**src/hw/rtl/srd_sqrt.sv**
```systemverilog
// pipelined integer square root, rounded to nearest, one result bit per stage
// does not use srd_pkg; stalls with the parent pipeline
module srd_sqrt (
  input  logic        clk,
  input  logic        en,
  input  logic [27:0] radicand,
  output logic [14:0] root
);

  // 14 result bits, one per stage; rounding in a final stage
  localparam int Steps = 14;

  logic [27:0] rem_q  [Steps+1];
  logic [13:0] res_q  [Steps+1];
  logic [27:0] rad_q  [Steps+1];

  assign rem_q[0] = '0;
  assign res_q[0] = '0;
  assign rad_q[0] = radicand;

  for (genvar s = 0; s < Steps; s++) begin : g_step
    logic [27:0] rem_r, rad_r;
    logic [13:0] res_r;
    logic [29:0] trial;
    logic [29:0] cur;
    always_comb begin
      // bring down next two bits of the radicand
      cur   = {rem_q[s], rad_q[s][27:26]};
      trial = {14'd0, res_q[s], 2'b01};
    end
    always_ff @(posedge clk) begin
      if (en) begin
        rad_r <= {rad_q[s][25:0], 2'b00};
        if (cur >= trial) begin
          rem_r <= 28'(cur - trial);
          res_r <= {res_q[s][12:0], 1'b1};
        end else begin
          rem_r <= cur[27:0];
          res_r <= {res_q[s][12:0], 1'b0};
        end
      end
    end
    assign rem_q[s+1] = rem_r;
    assign res_q[s+1] = res_r;
    assign rad_q[s+1] = rad_r;
  end

  // remainder above root means round up
  always_ff @(posedge clk) begin
    if (en) begin
      root <= (rem_q[Steps] > {14'd0, res_q[Steps]}) ?
              15'({1'b0, res_q[Steps]} + 15'd1) : {1'b0, res_q[Steps]};
    end
  end

endmodule

```
**config.mk**
```make
export PLATFORM = sky130hd
export DESIGN_NAME = srd_sqrt
export DESIGN_NICKNAME = d
export VERILOG_FILES = /design/src/hw/rtl/srd_sqrt.sv
export SDC_FILE = /design/constraint.sdc
export NUM_CORES = 1
export LEC_CHECK = 0
export BUFFER_PORTS_ARGS = -buffer_cell sky130_fd_sc_hd__buf_2
export CORE_MARGIN = 3
export CORE_UTILIZATION = 64
export DETAILED_ROUTE_END_ITERATION = 8
export GPL_ROUTABILITY_DRIVEN = 0
export PLACE_DENSITY = 0.84
export REMOVE_ABC_BUFFERS = 1
export SLEW_MARGIN = 0
export SYNTH_ARGS = -nofsm -noshare
export SYNTH_HDL_FRONTEND = slang
export SYNTH_SLANG_ARGS = --single-unit
```
**constraint.sdc**
```tcl
create_clock -name clk -period 3.4 [get_ports clk]
set_clock_uncertainty 0.2 [all_clocks]
set_input_delay 0 -clock clk [delete_from_list [all_inputs] [get_ports clk]]
set_output_delay 0 -clock clk [all_outputs]
set_load 0.005 [all_outputs]
```
==> PnR_summary.wiki, run 1 <==
{| class="wikitable"
! Metric !! Value
|-
| Global route overflow || 0
|-
| Largest family of logic cells by synthesized area || simple AND/OR/NAND/NOR gates
|-
| Critical path launch point type || flip-flop
|-
| Crit-path max cell delay || 0.57 ns
|-
| Static leakage || 0.0135 uW
|-
| Met1 usage in global routing || 32.3%
|-
| Met2 demand-to-capacity share in global routing || 42.7%
|-
| Number of iterations in the first detailed-routing pass || 6
|-
| Number of top-level design ports || 45
|-
| Drt wl/cell || 19.4 um
|-
| Switching share of total power || 26.2%
|-
| Layout overhead on the synthesized area || 13.5%
|-
| Hold Path Cell Cnt || 3
|-
| CTS tree || done
|-
| Sinks on Clock Net || 656
|-
| Shortest clock period the worst path allows after layout || 3.35 ns
|-
| Effective utilization at floorplan || 65.0%
|-
| Number of cells traversed by the worst register-to-register path || 9
|-
| Insertion delay to the later sink of the worst-skew pair || 0.62 ns
|-
| Internal power component || 15100 uW
|-
| XOR/XNOR Fraction of Synth Area || 7.89%
|-
| Proportion of register bits with asynchronous set or reset after synthesis || 0%
|-
| Fmax || 298 MHz
|-
| Busiest layer in global routing || met2
|-
| Multiplexer share of the synthesized area || 0.721%
|-
| Proportion of netlist area held by the largest area contributor || 61.7%
|-
| Predominant post-synthesis flop cell || sky130_fd_sc_hd__edfxtp_1
|-
| Worst supply voltage drop on vdd || 0.000493 V
|-
| Total die area || 0.0526 mm^2
|-
| Pin count of the biggest net entering global routing || 118
|-
| Via count of the first global-routing pass || 21000
|-
| Post-DR vias/cell || 6.17
|-
| Arr. time, crit path || 3.47 ns
|-
| Layout cell share with drive strength beyond 1 || 9.78%
|-
| Final Slew Violations || 0
|-
| Type of the worst min-delay path || in2reg
|-
| Library cells used by synthesis || 89
|-
| Share of total power in sequential cells || 51.5%
|-
| Synthesis Warnings || 0
|-
| Final net count || 2907
|-
| Share of the clock period used by the worst path after layout || 98.7%
|-
| Worst-path fanout max || 7
|-
| Detailed-route wire length || 66900 um
|-
| Start-to-end type of the worst setup path || reg2reg
|-
| Total global-route track usage || 25.3%
|-
| Sum Neg Setup Slack || 0 ns
|-
| Worst slew margin relative to its limit || 34.6%
|-
| Top cells by area in the synthesized netlist || sky130_fd_sc_hd__edfxtp_1, sky130_fd_sc_hd__ha_1, sky130_fd_sc_hd__xnor2_1
|-
| Remaining DRCs || 0
|-
| Number of buffers created by CTS || 68
|-
| Result of the run || finished, final reports clean
|-
| Share of power burned in the clock network || 34.4%
|-
| Worst slack, placed || 0.0562 ns
|-
| Number of synthesized flops with an enable pin || 656
|-
| Die span in x || 229 um
|-
| Half-perimeter wire length after placement || 44500 um
|-
| Buffer cell driving the clock tree root || sky130_fd_sc_hd__clkbuf_16
|-
| Portion of the post-synthesis area used by sequential elements || 61.7%
|-
| Routing usage on met3 || 5.25%
|-
| Clock slew seen by the registers of the worst setup and hold paths || 0.06 ns
|-
| Die Height || 229 um
|-
| Initial antenna violation count || 1
|-
| Final hold violations || 0
|-
| CP max stage cell || sky130_fd_sc_hd__or4_4
|-
| Post-detailed-route count of antenna-violating nets || 0
|-
| Num rows || 81
|-
| Simple-gate share of the synthesized area || 14.0%
|-
| Clock Path Buffers || 3
|-
| Total number of vias || 21300
|-
| Core region area || 0.0492 mm^2
|-
| Sw Pwr || 5340 uW
|-
| Setup-violating endpoint count in the final report || 0
|-
| Pin slew with the least headroom to its limit || 0.980 ns
|-
| Mapped cell area || 0.0320 mm^2
|-
| Largest area contributor in the netlist || sky130_fd_sc_hd__edfxtp_1
|-
| Synthesized instance count || 2548
|-
| Power share of the combinational group || 14.1%
|-
| Avg Cell Area, Syn || 12.5 um^2
|-
| Port-buffer cells || 44
|-
| Count of maximum capacitance violations || 0
|-
| Iter 0 DRT Violations || 2517
|-
| Data required time of the worst path || 3.51 ns
|-
| Minimum setup slack in the final design || 0.0450 ns
|-
| Power density relative to cell area || 563 mW/mm^2
|-
| Total number of H-tree levels || 3
|-
| Cell-by-cell trace of the critical path || ha_4 -> nand4b_1 -> or4_4 -> o2111a_1 -> a311oi_2 -> buf_4 -> nand2b_1 -> nor3_1 -> xor2_1
|-
| Synth Area in Compound Gates || 7.75%
|-
| Adder-cell area share of the yosys netlist || 5.40%
|-
| Seq cells post-synth || 656
|-
| Worst Setup End Kind || flip-flop
|-
| First-pass GRT wire length || 108000 um
|}
area by class of cell:
cell class	count	area, um^2
inverter	163	614
timing repair buffer	169	1480
multi-input combinational	1681	11600
tap	664	831
fill	2905	12900
antenna	1	2.50
clock buffer	74	1750
sequential	656	19700
clock inverter	38	328
per-stage QoR:
stage / hold slack [ns] / cells / util (%) / total power (uW) / area [um^2]
after floorplan: -0.101 / 2500 / - / 12300 / 31800
after global placement: -0.0229 / 3272 / 68.1 / 13100 / 33500
after detailed placement: -0.0219 / 3272 / 68.1 / 13300 / 33500
after CTS: 0.0132 / 3443 / 73.5 / 20300 / 36100
after global routing: 0.145 / 3445 / 73.8 / 21200 / 36300
final: 0.130 / 3446 / 73.8 / 20400 / 36300
sequential cells by signal (all words and copies together) (netlist names):
| register | cells |
|---|---|
| root | 15 |
| g_step.res_r | 105 |
| g_step.rad_r | 182 |
| g_step.rem_r | 354 |
cells in the final DEF (no fill, tap or decap), types with 14 or more instances in the layout:
master	synthesis	layout
sky130_fd_sc_hd__a21oi_1	109	109
sky130_fd_sc_hd__clkbuf_16	0	69
sky130_fd_sc_hd__or3_1	23	23
sky130_fd_sc_hd__o31ai_1	17	17
sky130_fd_sc_hd__nand4_1	48	48
sky130_fd_sc_hd__and3_1	15	15
sky130_fd_sc_hd__nor2_1	209	208
sky130_fd_sc_hd__nor4_1	63	61
sky130_fd_sc_hd__nor2b_1	15	15
sky130_fd_sc_hd__buf_2	8	43
sky130_fd_sc_hd__o21a_1	40	40
sky130_fd_sc_hd__edfxtp_1	656	656
sky130_fd_sc_hd__nand3_1	71	71
sky130_fd_sc_hd__nand3b_1	17	17
sky130_fd_sc_hd__ha_1	138	132
sky130_fd_sc_hd__xnor2_1	179	179
sky130_fd_sc_hd__inv_1	157	157
sky130_fd_sc_hd__a21o_1	25	25
sky130_fd_sc_hd__o21ai_0	72	72
sky130_fd_sc_hd__nor3_1	95	93
sky130_fd_sc_hd__nand2_1	144	144
sky130_fd_sc_hd__buf_4	2	53
sky130_fd_sc_hd__xor2_1	109	109
sky130_fd_sc_hd__o21ai_1	18	18
sky130_fd_sc_hd__dlygate4sd3_1	0	59
sky130_fd_sc_hd__nand2b_1	37	36
sky130_fd_sc_hd__and2_1	17	17
sky130_fd_sc_hd__or4_1	21	19
sky130_fd_sc_hd__clkinv_2	0	14
logic make-up (layout without fill, tap and decap cells):
family / after synthesis / after routing
XOR/XNOR: 288 / 288
adder cells (fa/ha/maj): 138 / 138
multiplexers: 21 / 21
AND/OR/NAND/NOR: 851 / 851
AO/OA/AOI/OAI: 382 / 382
buffers and inverters: 211 / 444
flip-flops: 656 / 656
other: 1 / 2
critical path: cells and delay by family, from the launching register on:
| family | cells | cell delay, ns |
|---|---|---|
| buf+inv | 1 | 0.18 |
| fa+ha+maj | 1 | 0.33 |
| compound gates | 2 | 0.62 |
| simple gates | 4 | 1.14 |
| xor+xnor | 1 | 0.13 |
| flops | 1 | 0.45 |
power groups by stage:
stage | Clock (uW) | Sequential [uW] | Combinational, uW
3_5_place_dp | 0 | 10600 | 2680
5_1_grt | 7420 | 10600 | 3160
3_3_place_gp | 0 | 10600 | 2520
6_report | 7020 | 10500 | 2890
4_1_cts | 7090 | 10500 | 2780
2_1_floorplan | 0 | 10400 | 1910
per-layer routing:
metal	part of all wire [%]	wire length, um
met5	0	0
met2	50	33100
met1	39	26300
met4	3.8	2520
met3	7.4	4940
cells in the mapped netlist, drive strengths merged, types with 5 or more instances:
| cell type | instances |
|---|---|
| nor3b | 6 |
| a211oi | 13 |
| xor2 | 109 |
| nor2 | 209 |
| clkbuf | 36 |
| and3 | 15 |
| nand2b | 37 |
| nor2b | 15 |
| nand4b | 11 |
| o41ai | 6 |
| xnor2 | 179 |
| mux2 | 16 |
| buf | 12 |
| o31ai | 17 |
| a21boi | 5 |
| nand2 | 144 |
| a2111oi | 6 |
| o31a | 7 |
| mux2i | 5 |
| inv | 163 |
| edfxtp | 656 |
| o21ai | 90 |
| or4 | 24 |
| o211ai | 5 |
| a21o | 25 |
| or3 | 23 |
| a31oi | 7 |
| nor3 | 101 |
| nor4b | 13 |
| and4 | 5 |
| nand3b | 17 |
| nand3 | 72 |
| nand4 | 48 |
| nor4 | 66 |
| a21oi | 109 |
| or2 | 21 |
| and2 | 17 |
| o21a | 40 |
| ha | 138 |
what timing repair did:
item                       4_1_cts  5_1_grt
hold buffers                    59        0
hold endpoints to repair       130        0
setup endpoints to repair        0       54
buffers inserted                 0        2
gates resized for setup          0       25
worst paths after layout:
check	startpoint	to	slack (ns)
hold reg to reg	g_step[2].rad_r[17]	g_step[3].rad_r[19]	0.21
setup / recovery	g_step[8].rem_r[8]	g_step[9].rem_r[20]	0.05
hold / removal	radicand[26]	g_step[0].rem_r[1]	0.13
setup reg to reg	g_step[8].rem_r[8]	g_step[9].rem_r[20]	0.05
(Power assumes the default switching activity.)
==> run 2, diff against run 1 <==
--- a/config.mk
+++ b/config.mk
@@ -11,7 +11,9 @@
 export DETAILED_ROUTE_END_ITERATION = 8
 export GPL_ROUTABILITY_DRIVEN = 0
 export PLACE_DENSITY = 0.84
+export RECOVER_POWER = 50
 export REMOVE_ABC_BUFFERS = 1
+export SETUP_SLACK_MARGIN = 0.05
 export SLEW_MARGIN = 0
 export SYNTH_ARGS = -nofsm -noshare
 export SYNTH_HDL_FRONTEND = slang
==> run 2 against run 1 <==
Net effect: the run now ends with max-capacitance violations, max-slew violations left; die area unchanged; critical path depth shrank 1; non-clock buffer count increased by 2; setup slack improved by 0.0029 ns; sequential cell count stayed put; cell count is essentially flat; via count grew 0.49%; largest cell class unchanged; largest power group unchanged.
==> PnR_summary.wiki, run 2 (synthesis results as in run 1) <==
{| class="wikitable"
! Metric !! Value
|-
| Final net count || 2909
|-
| Drt wl/cell || 19.5 um
|-
| Total number of H-tree levels || 3
|-
| Cell-by-cell trace of the critical path || ha_1 -> nand4bb_1 -> nor3_2 -> a41oi_1 -> and3_1 -> a221o_1 -> nor4_1 -> xor2_1
|-
| Pin slew with the least headroom to its limit || 1.60 ns
|-
| Insertion delay to the later sink of the worst-skew pair || 0.62 ns
|-
| Number of buffers and inverters on the critical path || 0
|-
| Number of iterations in the first detailed-routing pass || 7
|-
| Busiest layer in global routing || met2
|-
| Clock slew seen by the registers of the worst setup and hold paths || 0.06 ns
|-
| Fmax || 298 MHz
|-
| Largest registers || g_step.rem_r: 354 flops, g_step.rad_r: 182 flops, g_step.res_r: 105 flops
|-
| Half-perimeter wire length after placement || 44500 um
|-
| First-pass GRT wire length || 108000 um
|-
| Number of instances in the placed design || 3272
|-
| Result of the run || complete, but fails checks
|-
| Non-filler instance count after layout || 3448
|-
| Shortest clock period the worst path allows after layout || 3.35 ns
|-
| Number of top-level design ports || 45
|-
| Core region area || 0.0492 mm^2
|-
| Arr. time, crit path || 3.49 ns
|-
| Total global-route track usage || 25.3%
|-
| CP max stage cell || sky130_fd_sc_hd__ha_1
|-
| Buffer cell driving the clock tree root || sky130_fd_sc_hd__clkbuf_16
|-
| Worst supply voltage drop on vdd || 0.000493 V
|-
| Post-DR vias/cell || 6.19
|-
| Worst-path fanout max || 8
|-
| Final Slew Violations || 115
|-
| Layout overhead on the synthesized area || 13.1%
|-
| Final-layout worst hold slack || 0.169 ns
|-
| Sinks on Clock Net || 656
|-
| Summed area of non-filler cells in the final layout || 0.0361 mm^2
|-
| Via count of the first global-routing pass || 21000
|-
| R2r setup slk || 0.05 ns
|-
| Leading cell type in the layout, fill and taps excluded || sky130_fd_sc_hd__edfxtp_1
|-
| Unrepaired setup endpoints after global routing || yes
|-
| Worst Setup End Kind || flip-flop
|-
| Global route overflow || 0
|-
| Kind of cell adding the most delay to the critical path || simple AND/OR/NAND/NOR gates
|-
| Num rows || 81
|-
| Most flops, register || g_step.rem_r
|-
| Crit-path max cell delay || 0.47 ns
|-
| Met1 usage in global routing || 32.3%
|-
| Hold_sp || radicand[26]
|-
| Type of the worst min-delay path || in2reg
|-
| Met2 demand-to-capacity share in global routing || 42.7%
|-
| Effective utilization at floorplan || 65.0%
|-
| Total number of vias || 21400
|-
| Post-detailed-route count of antenna-violating nets || 0
|-
| Startpoint of the lowest-slack register-to-register path || g_step[9].rem_r[9]
|-
| CTS tree || done
|-
| Initial antenna violation count || 1
|-
| Worst slew margin relative to its limit || -6.40%
|-
| Routing usage on met3 || 5.25%
|-
| Failing checks || max-capacitance violations, max-slew violations
|-
| Total die area || 0.0526 mm^2
|-
| Count of maximum capacitance violations || 1
|-
| Iter 0 DRT Violations || 2408
|-
| Setup-violating endpoint count in the final report || 0
|-
| Share of the clock period used by the worst path after layout || 98.6%
|-
| Die Height || 229 um
|-
| Die span in x || 229 um
|-
| Static leakage || 0.0135 uW
|-
| Critical path launch point type || flip-flop
|-
| Clock Path Buffers || 3
|-
| Port-buffer cells || 44
|-
| Most frequent cells in the layout || sky130_fd_sc_hd__edfxtp_1, sky130_fd_sc_hd__nor2_1, sky130_fd_sc_hd__xnor2_1
|-
| Remaining DRCs || 0
|-
| Detailed-route wire length || 67200 um
|-
| Final hold violations || 0
|-
| Post-route total power || 20400 uW
|-
| Placement Cell Area || 0.0335 mm^2
|-
| Number of buffers created by CTS || 68
|-
| Critical path origin || g_step[9].rem_r[9]
|-
| Number of flip-flops in the largest register || 354
|-
| Data required time of the worst path || 3.54 ns
|-
| Power density relative to cell area || 564 mW/mm^2
|-
| Pin count of the biggest net entering global routing || 118
|-
| Layout cell share with drive strength beyond 1 || 9.59%
|-
| Start-to-end type of the worst setup path || reg2reg
|}
run 2: cell types whose count changed in the layout (fill, tap and decap cells not counted), sizes merged:
cell	previous run	this run
clkbuf	74	97
buf	110	89
run 2: power breakdown:
part           switching [uW]  total, uW  internal (uW)
Combinational            1670       2880           1210
Clock                    3070       7020           3940
Sequential                599      10500           9910
Total                    5340      20400          15100
run 2: repair_timing:
item                                    CTS  global route
endpoints found under the hold margin   130             0
resized for setup                         1            30
buffers inserted                          0             4
hold buffers                             59             0
endpoints found under the setup margin    3            89
pin swaps                                 0             2
run 2: final cells by class:
cell class	count	area, um^2
flip-flops and latches	656	19700
multi-input cells	1681	11600
clock inverters	38	328
clock buffers	74	1750
well taps	664	831
repair buffers	171	1320
diodes	1	2.50
inverters	163	614
fillers	2930	13000
run 2: worst min-delay path, stage by stage:
cell and delay, ns:
sky130_fd_sc_hd__dlygate4sd3_1 0.53, sky130_fd_sc_hd__buf_2 0.12, sky130_fd_sc_hd__and2_0 0.19
run 2: worst paths after layout:
kind                               end  cells past startpoint
setup / recovery  g_step[10].rem_r[20]                      8
hold / removal      g_step[0].rem_r[1]                      3
setup reg to reg  g_step[10].rem_r[20]                      8
hold reg to reg    g_step[3].rad_r[18]                      0
run 2: metal layers:
layer  routed length (um)  vias up  part of all wire (%)
li1                     -     9861                     -
met1                26300    10200                    39
met2                33200     1039                    49
met3                 5030      227                   7.5
met4                 2570        0                   3.8
met5                    0        -                     0
run 2: stage by stage:
| stage | TNS [ns] | setup WS, ns | utilization (%) |
|---|---|---|---|
| 2_1_floorplan | -0.287 | -0.0842 | - |
| 3_3_place_gp | 0 | 0.289 | 68.1 |
| 3_5_place_dp | 0 | 0.0562 | 68.1 |
| 4_1_cts | 0 | 0.0643 | 73.5 |
| 5_1_grt | -0.0223 | -0.0223 | 73.5 |
| 6_report | 0 | 0.0479 | 73.5 |
